## src/rtl/core/assert_macros.svh

```systemverilog
// Assertion macros shared by the compensation RTL.
// No dependencies; included by files that carry assertions.
`ifndef ASSERT_MACROS_SVH
`define ASSERT_MACROS_SVH
`ifndef SYNTH
`define ASSERT_IMPLIES(label, clk, rst_n, a, c) \
    label: assert property (@(posedge clk) disable iff (!rst_n) (a) |-> (c)) \
        else $error("assertion failed");
`define ASSERT_NEXT(label, clk, rst_n, a, c) \
    label: assert property (@(posedge clk) disable iff (!rst_n) (a) |=> (c)) \
        else $error("assertion failed");
`else
`define ASSERT_IMPLIES(label, clk, rst_n, a, c)
`define ASSERT_NEXT(label, clk, rst_n, a, c)
`endif
`endif

```

## src/rtl/core/btpc_pkg.sv

```systemverilog
// Shared types and constants for the pressure/temperature compensation.
// No dependencies.
`default_nettype none
package btpc_pkg;
    localparam int IdxW = 3;
    localparam logic [IdxW-1:0] RegAc1 = 3'd0;
    localparam logic [IdxW-1:0] RegAc2 = 3'd1;
    localparam logic [IdxW-1:0] RegAc3 = 3'd2;
    localparam logic [IdxW-1:0] RegAc4 = 3'd3;
    localparam logic [IdxW-1:0] RegAc5 = 3'd4;
    localparam logic [IdxW-1:0] RegAc6 = 3'd5;
    localparam logic [IdxW-1:0] RegB1B2 = 3'd6;
    localparam logic [IdxW-1:0] RegMcMd = 3'd7;
    localparam int DivSteps = 32;

    // Datapath micro-operations issued by the controller.
    typedef enum logic [4:0] {
        OP_T_X1,   // x1 = ((raw-ac6)*ac5) >>> 15 (trunc)
        OP_T_DEN,  // start divide mc*2048 / den (den = acc = x1 + md)
        OP_T_FIN,  // b5 = x1 + q ; val
        OP_P_B6,   // b6, sq
        OP_P_X1,   // x1 = b2*sq/2048
        OP_P_X2,   // acc = x1 + ac2*b6/2048
        OP_P_B3,
        OP_P_X3A,  // ac3*b6/8192
        OP_P_X3B,  // b1*sq/65536; x3
        OP_P_B4,   // b4
        OP_P_B7,   // b7 and start divide
        OP_P_P,    // p from quotient
        OP_P_Y1,   // (p/256)^2
        OP_P_Y2,   // *3038/65536
        OP_P_Y3,   // -7357*p/65536
        OP_P_FIN
    } op_t;

    typedef struct packed {
        logic load;
        logic op_en;
        op_t  op;
    } cmd_t;

    typedef struct packed {
        logic div_busy;
        logic div_zero;
    } sts_t;

    function automatic logic signed [31:0] sdiv_pow2(input logic signed [31:0] a,
                                                    input int unsigned sh);
        logic signed [31:0] bias;
        bias = a[31] ? ((32'sd1 <<< sh) - 32'sd1) : 32'sd0;
        return (a + bias) >>> sh;
    endfunction
endpackage
`default_nettype wire

```

## src/rtl/core/btpc_div.sv

```systemverilog
// Radix-2 restoring divider, 32-bit unsigned, one quotient bit per cycle.
// Depends on btpc_pkg.
`default_nettype none
module btpc_div (
    input  wire logic        clk,
    input  wire logic        rst_n,
    input  wire logic        start,
    input  wire logic [31:0] dividend,
    input  wire logic [31:0] divisor,
    output logic             busy,
    output logic [31:0]      quotient
);
    logic [5:0]  cnt_reg;
    logic [31:0] rem_reg;
    logic [31:0] quo_reg;
    logic [31:0] dsr_reg;
    logic [32:0] trial;

    assign trial = {rem_reg, quo_reg[31]} - {1'b0, dsr_reg};

    always_ff @(posedge clk or negedge rst_n)
    begin
        if (!rst_n)
        begin
            cnt_reg <= '0;
        end
        else if (start)
        begin
            cnt_reg <= 6'(btpc_pkg::DivSteps);
        end
        else if (cnt_reg != '0)
        begin
            cnt_reg <= cnt_reg - 6'd1;
        end
    end

    always_ff @(posedge clk)
    begin
        if (start)
        begin
            rem_reg <= '0;
            quo_reg <= dividend;
            dsr_reg <= divisor;
        end
        else if (cnt_reg != '0)
        begin
            if (!trial[32])
            begin
                rem_reg <= trial[31:0];
                quo_reg <= {quo_reg[30:0], 1'b1};
            end
            else
            begin
                rem_reg <= {rem_reg[30:0], quo_reg[31]};
                quo_reg <= {quo_reg[30:0], 1'b0};
            end
        end
    end

    assign busy     = (cnt_reg != '0);
    assign quotient = quo_reg;
endmodule
`default_nettype wire

```

## src/rtl/core/btpc_dp.sv

```systemverilog
// Datapath: calibration registers, B5 store, two multipliers, divider.
// Depends on btpc_pkg and btpc_div.
`default_nettype none
module btpc_dp (
    input  wire logic               clk,
    input  wire logic               rst_n,
    input  wire logic               cfg_valid,
    input  wire logic [2:0]         cfg_index,
    input  wire logic [31:0]        cfg_data,
    input  wire logic               kind,
    input  wire logic [15:0]        raw_value,
    input  wire btpc_pkg::cmd_t     cmd,
    output btpc_pkg::sts_t          sts,
    output logic                    res_kind,
    output logic [31:0]             res_value,
    output logic                    res_err
);
    logic [15:0] ac1_reg, ac2_reg, ac3_reg, ac4_reg, ac5_reg, ac6_reg;
    logic [31:0] b1b2_reg, mcmd_reg;
    logic signed [31:0] b5_reg;
    logic        kind_reg;
    logic [15:0] raw_reg;
    logic signed [31:0] x1_reg, acc_reg, b6_reg, sq_reg, b3_reg, p_reg, t_reg;
    logic [31:0] b4_reg, b7_reg;
    logic signed [31:0] val_reg;
    logic        err_reg;
    logic        neg_reg;

    logic signed [31:0] ma, mb, prod;
    logic        dstart;
    logic [31:0] ddend, ddsr, dquo;
    logic        dbusy;
    logic signed [31:0] sq_q;
    logic signed [31:0] md_s, mc_s, b1_s, b2_s;
    logic [31:0] b4_prod;
    logic [31:0] magn, magd;

    assign mc_s = 32'(signed'(mcmd_reg[31:16]));
    assign md_s = 32'(signed'(mcmd_reg[15:0]));
    assign b1_s = 32'(signed'(b1b2_reg[31:16]));
    assign b2_s = 32'(signed'(b1b2_reg[15:0]));

    always_ff @(posedge clk or negedge rst_n)
    begin
        if (!rst_n)
        begin
            ac1_reg <= '0; ac2_reg <= '0; ac3_reg <= '0;
            ac4_reg <= '0; ac5_reg <= '0; ac6_reg <= '0;
            b1b2_reg <= '0; mcmd_reg <= '0;
        end
        else if (cfg_valid)
        begin
            unique case (cfg_index)
                btpc_pkg::RegAc1:  ac1_reg <= cfg_data[15:0];
                btpc_pkg::RegAc2:  ac2_reg <= cfg_data[15:0];
                btpc_pkg::RegAc3:  ac3_reg <= cfg_data[15:0];
                btpc_pkg::RegAc4:  ac4_reg <= cfg_data[15:0];
                btpc_pkg::RegAc5:  ac5_reg <= cfg_data[15:0];
                btpc_pkg::RegAc6:  ac6_reg <= cfg_data[15:0];
                btpc_pkg::RegB1B2: b1b2_reg <= cfg_data;
                btpc_pkg::RegMcMd: mcmd_reg <= cfg_data;
                default: ;
            endcase
        end
    end

    // Multiplier operand select; one 32x32 product per op, wrapped.
    always_comb
    begin
        ma = '0;
        mb = '0;
        case (cmd.op)
            btpc_pkg::OP_T_X1:  begin ma = 32'(signed'({16'd0, raw_reg}) - signed'({16'd0, ac6_reg})); mb = {16'd0, ac5_reg}; end
            btpc_pkg::OP_P_B6:  begin ma = b5_reg - 32'sd4000; mb = b5_reg - 32'sd4000; end
            btpc_pkg::OP_P_X1:  begin ma = b2_s; mb = sq_reg; end
            btpc_pkg::OP_P_X2:  begin ma = 32'(signed'(ac2_reg)); mb = b6_reg; end
            btpc_pkg::OP_P_X3A: begin ma = 32'(signed'(ac3_reg)); mb = b6_reg; end
            btpc_pkg::OP_P_X3B: begin ma = b1_s; mb = sq_reg; end
            btpc_pkg::OP_P_B7:  begin ma = 32'({16'd0, raw_reg}) - b3_reg; mb = 32'sd50000; end
            btpc_pkg::OP_P_Y1:  begin ma = btpc_pkg::sdiv_pow2(p_reg, 8); mb = btpc_pkg::sdiv_pow2(p_reg, 8); end
            btpc_pkg::OP_P_Y2:  begin ma = t_reg; mb = 32'sd3038; end
            btpc_pkg::OP_P_Y3:  begin ma = -32'sd7357; mb = p_reg; end
            default: ;
        endcase
    end
    assign prod    = 32'(ma * mb);
    assign sq_q    = btpc_pkg::sdiv_pow2(prod, 12);
    assign b4_prod = 32'(ac4_reg * (32'(acc_reg) + 32'd32768));

    // Magnitudes for the signed temperature division mc*2048 / den.
    assign magn = mc_s[31] ? 32'(-(mc_s <<< 11)) : 32'(mc_s <<< 11);
    assign magd = acc_reg[31] ? 32'(-acc_reg) : 32'(acc_reg);

    always_comb
    begin
        dstart = 1'b0;
        ddend  = magn;
        ddsr   = magd;
        if (cmd.op_en && cmd.op == btpc_pkg::OP_T_DEN)
        begin
            dstart = (acc_reg != 0);
        end
        else if (cmd.op_en && cmd.op == btpc_pkg::OP_P_B7)
        begin
            dstart = (b4_reg != '0);
            ddend  = (prod[31] == 1'b0) ? {prod[30:0], 1'b0} : prod;
            ddsr   = b4_reg;
        end
    end

    btpc_div u_div (
        .clk      (clk),
        .rst_n    (rst_n),
        .start    (dstart),
        .dividend (ddend),
        .divisor  (ddsr),
        .busy     (dbusy),
        .quotient (dquo)
    );

    assign sts.div_busy = dbusy;
    assign sts.div_zero = (cmd.op == btpc_pkg::OP_T_DEN) ? (acc_reg == 0) : (b4_reg == '0);

    always_ff @(posedge clk or negedge rst_n)
    begin
        if (!rst_n)
        begin
            b5_reg <= '0;
        end
        else if (cmd.op_en && cmd.op == btpc_pkg::OP_T_FIN)
        begin
            b5_reg <= x1_reg + (neg_reg ? 32'(-dquo) : 32'(dquo));
        end
    end

    always_ff @(posedge clk)
    begin
        if (cmd.load)
        begin
            kind_reg <= kind;
            raw_reg  <= raw_value;
            err_reg  <= 1'b0;
            val_reg  <= '0;
        end
        else if (cmd.op_en)
        begin
            case (cmd.op)
                btpc_pkg::OP_T_X1:  begin x1_reg <= btpc_pkg::sdiv_pow2(prod, 15); acc_reg <= btpc_pkg::sdiv_pow2(prod, 15) + md_s; end
                btpc_pkg::OP_T_DEN:
                begin
                    neg_reg <= mc_s[31] ^ acc_reg[31];
                    if (acc_reg == 0) err_reg <= 1'b1;
                end
                btpc_pkg::OP_T_FIN:
                begin
                    val_reg <= btpc_pkg::sdiv_pow2(x1_reg + (neg_reg ? 32'(-dquo) : 32'(dquo)) + 32'sd8, 4);
                end
                btpc_pkg::OP_P_B6:  begin b6_reg <= b5_reg - 32'sd4000; sq_reg <= sq_q; end
                btpc_pkg::OP_P_X1:  x1_reg <= btpc_pkg::sdiv_pow2(prod, 11);
                btpc_pkg::OP_P_X2:  acc_reg <= x1_reg + btpc_pkg::sdiv_pow2(prod, 11);
                btpc_pkg::OP_P_B3:  b3_reg <= btpc_pkg::sdiv_pow2((32'(signed'(ac1_reg)) <<< 2) + acc_reg + 32'sd2, 2);
                btpc_pkg::OP_P_X3A: x1_reg <= btpc_pkg::sdiv_pow2(prod, 13);
                btpc_pkg::OP_P_X3B: acc_reg <= btpc_pkg::sdiv_pow2(x1_reg + btpc_pkg::sdiv_pow2(prod, 16) + 32'sd2, 2);
                btpc_pkg::OP_P_B4:  b4_reg <= b4_prod >> 15;
                btpc_pkg::OP_P_B7:
                begin
                    b7_reg <= prod;
                    if (b4_reg == '0) err_reg <= 1'b1;
                end
                btpc_pkg::OP_P_P:   p_reg <= b7_reg[31] ? signed'({dquo[30:0], 1'b0}) : signed'(dquo);
                btpc_pkg::OP_P_Y1:  t_reg <= prod;
                btpc_pkg::OP_P_Y2:  t_reg <= btpc_pkg::sdiv_pow2(prod, 16);
                btpc_pkg::OP_P_Y3:  acc_reg <= t_reg + btpc_pkg::sdiv_pow2(prod, 16) + 32'sd3791;
                btpc_pkg::OP_P_FIN: val_reg <= p_reg + btpc_pkg::sdiv_pow2(acc_reg, 4);
                default: ;
            endcase
        end
    end

    assign res_kind  = kind_reg;
    assign res_value = val_reg;
    assign res_err   = err_reg;
endmodule
`default_nettype wire

```

## src/rtl/core/btpc_ctrl.sv

```systemverilog
// Controller: sequences datapath operations and runs both handshakes.
// Depends on btpc_pkg and assert_macros.svh.
`default_nettype none
`include "assert_macros.svh"
module btpc_ctrl (
    input  wire logic           clk,
    input  wire logic           rst_n,
    input  wire logic           in_valid,
    output logic                in_stall,
    input  wire logic           kind,
    output logic                out_valid,
    input  wire logic           out_stall,
    output btpc_pkg::cmd_t      cmd,
    input  wire btpc_pkg::sts_t sts
);
    typedef enum logic [2:0] {ST_IDLE, ST_RUN, ST_WAIT, ST_DONE} state_t;
    state_t state_reg;
    btpc_pkg::op_t op_reg;
    logic out_valid_reg;
    logic accept;
    logic last;

    assign in_stall  = (state_reg != ST_IDLE);
    assign accept    = in_valid && !in_stall;
    assign out_valid = out_valid_reg;
    assign last      = (op_reg == btpc_pkg::OP_T_FIN) || (op_reg == btpc_pkg::OP_P_FIN);

    always_comb
    begin
        cmd.load  = accept;
        cmd.op    = op_reg;
        cmd.op_en = (state_reg == ST_RUN);
    end

    always_ff @(posedge clk or negedge rst_n)
    begin
        if (!rst_n)
        begin
            state_reg     <= ST_IDLE;
            op_reg        <= btpc_pkg::OP_T_X1;
            out_valid_reg <= 1'b0;
        end
        else
        begin
            unique case (state_reg)
                ST_IDLE:
                    if (accept)
                    begin
                        state_reg <= ST_RUN;
                        op_reg    <= kind ? btpc_pkg::OP_P_B6 : btpc_pkg::OP_T_X1;
                    end
                ST_RUN:
                begin
                    if (last)
                    begin
                        state_reg     <= ST_DONE;
                        out_valid_reg <= 1'b1;
                    end
                    else if ((op_reg == btpc_pkg::OP_T_DEN || op_reg == btpc_pkg::OP_P_B7)
                             && sts.div_zero)
                    begin
                        // zero divisor: result already forced
                        state_reg     <= ST_DONE;
                        out_valid_reg <= 1'b1;
                    end
                    else if (op_reg == btpc_pkg::OP_T_DEN || op_reg == btpc_pkg::OP_P_B7)
                    begin
                        state_reg <= ST_WAIT;
                        op_reg    <= btpc_pkg::op_t'(op_reg + 5'd1);
                    end
                    else
                    begin
                        op_reg <= btpc_pkg::op_t'(op_reg + 5'd1);
                    end
                end
                ST_WAIT:
                    if (!sts.div_busy) state_reg <= ST_RUN;
                ST_DONE:
                    if (!out_stall)
                    begin
                        state_reg     <= ST_IDLE;
                        out_valid_reg <= 1'b0;
                    end
                default: state_reg <= ST_IDLE;
            endcase
        end
    end

    `ASSERT_IMPLIES(a_valid_done, clk, rst_n, out_valid, state_reg == ST_DONE)
    `ASSERT_NEXT(a_accept_run, clk, rst_n, accept, state_reg == ST_RUN)
    `ASSERT_IMPLIES(a_wait_div, clk, rst_n, state_reg == ST_WAIT, !out_valid)
endmodule
`default_nettype wire

```

## src/rtl/core/baro_temp_pressure_compensation.sv

```systemverilog
// Pressure/temperature compensation top level.
// One item in flight: the next transfer in can be taken in the cycle after the result
// transfer. The 32-step divider dominates the time per item; a zero divisor ends the
// item early.
// Reset: asynchronous, clears calibration registers, stored B5 and control.
// Depends on btpc_pkg, btpc_ctrl, btpc_dp.
`default_nettype none
module baro_temp_pressure_compensation (
    input  wire logic        clk,
    input  wire logic        rst_n,
    input  wire logic        cfg_valid,
    output logic             cfg_ready,
    input  wire logic [2:0]  cfg_index,
    input  wire logic [31:0] cfg_data,
    input  wire logic        in_valid,
    output logic             in_stall,
    input  wire logic        kind,
    input  wire logic [15:0] raw_value,
    output logic             out_valid,
    input  wire logic        out_stall,
    output logic             result_kind,
    output logic [31:0]      value,
    output logic             div_error
);
    btpc_pkg::cmd_t cmd;
    btpc_pkg::sts_t sts;

    assign cfg_ready = 1'b1;

    btpc_ctrl u_ctrl (
        .clk(clk), .rst_n(rst_n), .in_valid(in_valid), .in_stall(in_stall),
        .kind(kind), .out_valid(out_valid), .out_stall(out_stall),
        .cmd(cmd), .sts(sts)
    );

    btpc_dp u_dp (
        .clk(clk), .rst_n(rst_n), .cfg_valid(cfg_valid), .cfg_index(cfg_index),
        .cfg_data(cfg_data), .kind(kind), .raw_value(raw_value), .cmd(cmd),
        .sts(sts), .res_kind(result_kind), .res_value(value), .res_err(div_error)
    );
endmodule
`default_nettype wire

```

## config.mk

```make
export PLATFORM = sky130hd
export DESIGN_NAME = baro_temp_pressure_compensation
export DESIGN_NICKNAME = d
export VERILOG_FILES = /design/src/rtl/core/btpc_pkg.sv /design/src/rtl/core/btpc_div.sv /design/src/rtl/core/btpc_dp.sv /design/src/rtl/core/btpc_ctrl.sv /design/src/rtl/core/baro_temp_pressure_compensation.sv
export VERILOG_INCLUDE_DIRS = /design/src /design/src/rtl/core
export SDC_FILE = /design/constraint.sdc
export NUM_CORES = 2
export LEC_CHECK = 0
export BUFFER_PORTS_ARGS = -buffer_cell sky130_fd_sc_hd__buf_2
export CORE_UTILIZATION = 45
export DETAILED_ROUTE_END_ITERATION = 16
export PLACE_DENSITY = 0.58
export SLEW_MARGIN = 20
export SYNTH_ARGS = -nofsm -noshare
export SYNTH_HDL_FRONTEND = slang
export SYNTH_HIERARCHICAL = 1
export SYNTH_SLANG_ARGS = --single-unit
```

## constraint.sdc

```tcl
create_clock -name clk -period 46.4 [get_ports clk]
set_input_delay 9.28 -clock clk [delete_from_list [all_inputs] [get_ports clk]]
set_output_delay 9.28 -clock clk [all_outputs]
set_load 0.1 [all_outputs]
```

[Yosys cells after proc, flatten, opt, wreduce, memory -nomap -nowiden]
Index checks and enable logic that the tools add are counted.
Storage, ports and cells
  bits in registers: 613
  input port bits: 57
  output and inout bits: 37
  word-level logic and storage cells: 202
Cells by class
  add/subtract/negate cells: 31
  multiply operators: 2
  eq/ne operators: 34
  muxes and demuxes: 53
  bitwise operators: 2
  reductions and logical operators: 49
Operators by type and width (number)
  32-bit 2-to-1 mux: 12
  32-bit one-hot mux with 10 select lines: 1
  32-bit one-hot mux with 8 select lines: 1
  32-bit adder: 5
  32-bit one-hot mux with 2 select lines: 2
  32-bit one-hot mux with 4 select lines: 1
  32-bit by 16-bit adder with 32-bit output: 3
  32-bit one-hot mux with 3 select lines: 1
  32-bit by 3-bit adder with 32-bit output, second input constant: 2
  32-bit logical NOT: 2
  32-bit negation: 2
  32-bit nonzero test: 2
  5-bit by 4-bit equality test with 1-bit output, second input constant: 8
  33-bit by 32-bit subtractor with 33-bit output: 1
  18-bit by 32-bit adder with 32-bit output: 1
  32-bit by 12-bit adder with 32-bit output: 1
  32-bit by 13-bit adder with 32-bit output: 1
  32-bit by 13-bit adder with 32-bit output, second input constant: 1
  32-bit by 16-bit adder with 32-bit output, second input constant: 1
  32-bit by 17-bit adder with 32-bit output: 1
  32-bit by 21-bit adder with 32-bit output: 1
  32-bit by 28-bit adder with 32-bit output: 1
  32-bit by 3-bit adder with 32-bit output: 1
  32-bit by 4-bit adder with 32-bit output, second input constant: 1
  50 further kinds: 118

[Logic depth before layout (Yosys ltp)]
  depth after elaboration: 11
  depth in mapped cells: 88
  mapped depth without buffers: 83

[By module]
The synthesis kept the hierarchy.
Modules (own cells, without submodules)
  btpc_dp: times used 1, cells each 7331, area an instance 64722.1 sq um, seq. area each 12522.0 sq um
  btpc_div: times used 1, cells each 576, area an instance 5969.5 sq um, seq. area each 2712.6 sq um
  btpc_ctrl: times used 1, cells each 63, area an instance 553.0 sq um, seq. area each 200.2 sq um
  baro_temp_pressure_compensation: times used 1, cells each 2, area an instance 11.3 sq um, seq. area each 0.0 sq um

[Least setup slack after synthesis]
Ideal clock, no wire load.
  path type: reg2reg
  start point: reg u_dp.p_reg[31]
  end point: reg u_dp.acc_reg[21], data pin
  library setup time: 256 ps
  arrival time: 18133 ps
  required time: 46144 ps
  setup slack: 28012 ps
  cell stages (with the launch flop): 78
  buffers on the path: 5
  clock period less this slack: 18388 ps
  path through: edfxtp_1 ha_1 nand3_1 or3_1 and3_1 buf_2 o31ai_1 a21oi_1 a2111o_1 a211oi_1 clkbuf_1 nor2_1 fa_1 fa_1 fa_1 inv_1 fa_1 inv_1 (+42 left out) a21oi_1 o21ai_0 a311oi_1 a21oi_1 a21oi_1 nand2_1 nand2_1 ha_1 a31oi_1 nor2b_1 a21o_1 and4_1 clkbuf_1 nand4_1 nor3_1 a21o_1 nand3_1 a31o_2
Between the ends
  longest elaborated chain between the ends: 11
  elaborated cells between the ends (all ways): 20
  those cells by class: 11 x add/sub; 1 x mul; 8 x mux
RTL lines
  from (decl): line btpc_dp.sv:23  | logic signed [31:0] x1_reg, acc_reg, b6_reg, sq_reg, b3_reg, p_reg, t_reg;
  from (signal assigned): line btpc_dp.sv:170  | btpc_pkg::OP_P_P: p_reg <= b7_reg[31] ? signed'({dquo[30:0], 1'b0}) : signed'(dquo);
  8-bit 2-to-1 mux: line btpc_pkg.sv:50  | bias = a[31] ? ((32'sd1 <<< sh) - 32'sd1) : 32'sd0;
  32-bit adder: line btpc_pkg.sv:51  | return (a + bias) >>> sh;
  32-bit one-hot mux with 10 select lines / 32-bit one-hot mux with 8 select lines (equally long branches): line btpc_dp.sv:72  | case (cmd.op)
  32-bit by 32-bit multiplier with 32-bit output *: line btpc_dp.sv:86  | assign prod = 32'(ma * mb);
  via u_dp.prod[31]: line btpc_dp.sv:29  | logic signed [31:0] ma, mb, prod;
  16-bit 2-to-1 mux: line btpc_pkg.sv:50
  32-bit by 17-bit adder with 32-bit output: line btpc_pkg.sv:51
  32-bit by 16-bit adder with 32-bit output: line btpc_dp.sv:163  | btpc_pkg::OP_P_X3B: acc_reg <= btpc_pkg::sdiv_pow2(x1_reg + btpc_pkg::sdiv_pow2(prod, 16) + 32'sd2, 2);
  32-bit by 3-bit adder with 32-bit output: line btpc_dp.sv:163
  2-bit 2-to-1 mux: line btpc_pkg.sv:50
  32-bit adder: line btpc_pkg.sv:51
  32-bit one-hot mux with 4 select lines *: line btpc_dp.sv:147  | case (cmd.op)
  to (signal assigned): line btpc_dp.sv:148  | btpc_pkg::OP_T_X1: begin x1_reg <= btpc_pkg::sdiv_pow2(prod, 15); acc_reg <= btpc_pkg::sdiv_pow2(prod, 15) + m ...
  to (signal assigned): line btpc_dp.sv:160  | btpc_pkg::OP_P_X2: acc_reg <= x1_reg + btpc_pkg::sdiv_pow2(prod, 11);
  to (signal assigned): line btpc_dp.sv:163
  to (decl): line btpc_dp.sv:23
Mark *: on every way through the listed nets, which the timed path passes. The rest lies on a longest branch.
A chain may end at the register's enable or synchronous reset.

[Worst setup path in the final report]
  start point: reg u_dp.p_reg[31]
  end point: reg u_dp.acc_reg[21], data pin
Between the ends
  longest elaborated chain between the ends: 11
  elaborated cells between the ends (all ways): 20
  those cells by class: 11 x add/sub; 1 x mul; 8 x mux
RTL lines (line)
  8-bit 2-to-1 mux: btpc_pkg.sv:50
  32-bit adder: btpc_pkg.sv:51
  32-bit one-hot mux with 10 select lines / 32-bit one-hot mux with 8 select lines (equally long branches): btpc_dp.sv:72
  32-bit by 32-bit multiplier with 32-bit output *: btpc_dp.sv:86
  16-bit 2-to-1 mux: btpc_pkg.sv:50
  32-bit by 17-bit adder with 32-bit output: btpc_pkg.sv:51
  32-bit by 16-bit adder with 32-bit output: btpc_dp.sv:163
  32-bit by 3-bit adder with 32-bit output: btpc_dp.sv:163
  2-bit 2-to-1 mux: btpc_pkg.sv:50
  32-bit adder: btpc_pkg.sv:51
  32-bit one-hot mux with 4 select lines *: btpc_dp.sv:147
Mark *: on every way between the ends. The rest lies on a longest branch, timed or not.

==> flow_summary.yaml <==
cts:
  cts_max_path_buffers: 3
  ctsResizeCount: 0
  worstSkewPairLatency_ns: 0.71
  clk_pin_slew_ns: 0.06
  root_buffer: "clkbuf_16"
  cts_inserted_buffers: 75
  hold_buffers: 0
  cts_tree: "built"
  htreeDepth: 3
  cts_sinks: 570
  post_cts_buffers: 0
critical_path:
  worstSetupPathType: "register to register"
  crit_family: "compound AO/OA/AOI/OAI gates"
  critPathMaxFanout: 40
  cp.required_ns: 46.87
  r2r_cells: 73
  endpoint_kind: "register"
  reg2reg_setup_slack_ns: 25.14
  crit_arrival_ns: 21.73
  cp_num_buf_inv: 6
  cpPeakStageDelay_ns: 0.87
  cp_slowest_cell: "a311oi_1"
  r2r-start: "u_dp/p_reg[31]"
  critPathLaunchType: "register"
  r2r-end: "u_dp/acc_reg[21]"
yosys:
  seq_area_frac_synth_pct: 21.7
  synth_common_cells: "inv_1, nand2_1, nor2_1"
  yosysWarnings: 6
  synth_seq_cells: 570
  synth_edf_count: 299
  synth_area_leader_cell: "fa_1"
  netlist_area_um2: 71300
  synth_cell_types: 112
  syn_nets: 9294
  async_reset_ff_share_pct: 36.1
  synth_top_area_share_pct: 20.3
  synth.most_common_cell: "inv_1"
  synth_area_leaders: "fa_1, edfxtp_1, ha_1"
  postSynthCellCount: 7972
  synth_flop_cell: "edfxtp_1"
  syn-mean-instance-area_um2: 8.94
worst_hold_path:
  hold_end: "u_dp/res_value[3]"
  hold_path.class: "register to register"
  worstHoldStart: "u_dp/res_value[3]"
  min_path_cells: 2
layout:
  syn2layout_area_growth_pct: 8.29
  nets: 9281
  drive_gt1_share_pct: 10.0
  finish.utilization_pct: 49.2
grt:
  grt_pass1_wl_um: 409000
  grt_usage_pct: 35.3
  overflow: 0
  grt_max_degree: 86
  grt_pass1_vias: 59200
  grt_antenna_before_repair: 20
floorplanning:
  initial_core_util_pct: 45.5
  die-area_um2: 160000
  row_count: 145
  core-area_um2: 157000
  die_x_um: 400
  ios: 94
  die_h_um: 400
job:
  drv_cap: 0
timing:
  fmax_mhz: 47.0
  worst_pin_slew_ns: 1.22
  finClkSkew_ns: 0.0489
  period_minus_slack_ns: 21.26
  hold_violations: 0
  slew_viol_final: 0
  max_slew_margin_pct: 18.5
  hold_slack_ns: 0.458
  period_share_pct: 45.8
  grt_setup_unrepaired: "no"
  finalSetupTns_ns: 0
  setup_viol_count_final: 0
route:
  num_vias: 60800
  final_antenna_net_count: 0
  routed_wl_um: 283000
  drtPass1Iterations: 6
  viasPerCell: 6.02
  wl_per_cell_um: 28.0
  drtIter0Drc: 6557
  remaining_drc_errors: 0
placement:
  dpl.hpwl_um: 224000
  io_buffers: 92
  gp_congestion: 1.04
run_status:
  status: "finished, final reports clean"
-- through the flow --
step / setup WS [ns] / instance area, um2 / std cells
2_1_floorplan: 28.01 / 71300 / 7972
3_3_place_gp: 25.67 / 74500 / 9938
3_5_place_dp: 25.45 / 74500 / 9938
4_1_cts: 25.39 / 77100 / 10100
5_1_grt: 23.67 / 77100 / 10100
6_report: 25.14 / 77200 / 10100
-- worst reg2reg max path, delay by kind of cell (launching register included) --
family	cells	cell delay [ns]
XOR/XNOR	6	1.56
buffers and inverters	6	1.54
flip-flops	1	0.67
AND/OR/NAND/NOR	16	4.11
AO/OA/AOI/OAI	31	7.23
adder cells (fa/ha/maj)	14	5.94
-- layer usage --
| layer | global-route usage [%] | vias up | share of wire (%) | wire, um |
|---|---|---|---|---|
| li1 | - | 26700 | - | - |
| met1 | 49.4 | 30500 | 42 | 119000 |
| met2 | 52.3 | 2999 | 43 | 121000 |
| met3 | 6.81 | 557 | 9.5 | 26900 |
| met4 | 16.7 | 18 | 5.4 | 15300 |
| met5 | 0 | - | 0.043 | 121 |
-- worst max path at each step --
| stage | depth (start not counted) | to | slack (ns) | startpoint |
|---|---|---|---|---|
| after floorplan | 77 | u_dp/acc_reg[21] | 28.01 | u_dp/p_reg[31] |
| after global placement | 74 | u_dp/acc_reg[21] | 25.67 | u_dp/p_reg[31] |
| after detailed placement | 73 | u_dp/acc_reg[21] | 25.45 | u_dp/p_reg[31] |
| after CTS | 73 | u_dp/acc_reg[21] | 25.39 | u_dp/p_reg[31] |
| after global routing | 74 | u_dp/acc_reg[21] | 23.67 | u_dp/p_reg[31] |
| final | 73 | u_dp/acc_reg[21] | 25.14 | u_dp/p_reg[31] |
-- layout by cell type, fill, tap and decap left out, types with 26 or more instances in the layout --
cell       count
inv_1       1008
nand2_1      869
nor2_1       728
fa_1         721
ha_1         544
xnor2_1      426
a21oi_1      320
edfxtp_1     299
o21ai_0      274
mux2_2       233
dfrtp_1      206
xor2_1       192
buf_4        171
nand3_1      124
and2_1       119
nor3_1       114
buf_2         92
a21o_1        90
nand2b_1      77
clkbuf_16     76
and3_1        72
or2_2         72
a211oi_1      66
dfxtp_1       65
or3_1         61
o21a_1        59
o21bai_1      54
a22oi_1       53
nor2b_1       52
a31oi_1       41
nand4_1       40
o31ai_1       37
mux2i_1       34
nor4_1        34
or4_1         28
o211ai_1      26
-- cell families after synthesis --
| family | share of synthesized area [%] |
|---|---|
| DFF | 21.7 |
| and+or+nand+nor | 16.3 |
| adders and majority gates | 29.8 |
| AOI/OAI and AO/OA | 12.7 |
| xor gates and xnor gates | 7.97 |
| other | 0.0105 |
| muxes | 4.16 |
| buffers and inverters | 7.32 |
-- cell type report --
class	instances	area [um2]
Clock inverter	45	572
Multi-Input combinational cell	6034	50900
Inverter	1013	3800
Clock buffer	95	2060
Fill cell	15200	79600
Tap cell	2058	2570
Antenna cell	13	32.5
Timing Repair Buffer	265	1770
Sequential cell	570	15400
Power is left out: the tool's default activity adds up to more than one toggle a clock period on the data nets, which glitch-free logic cannot reach.
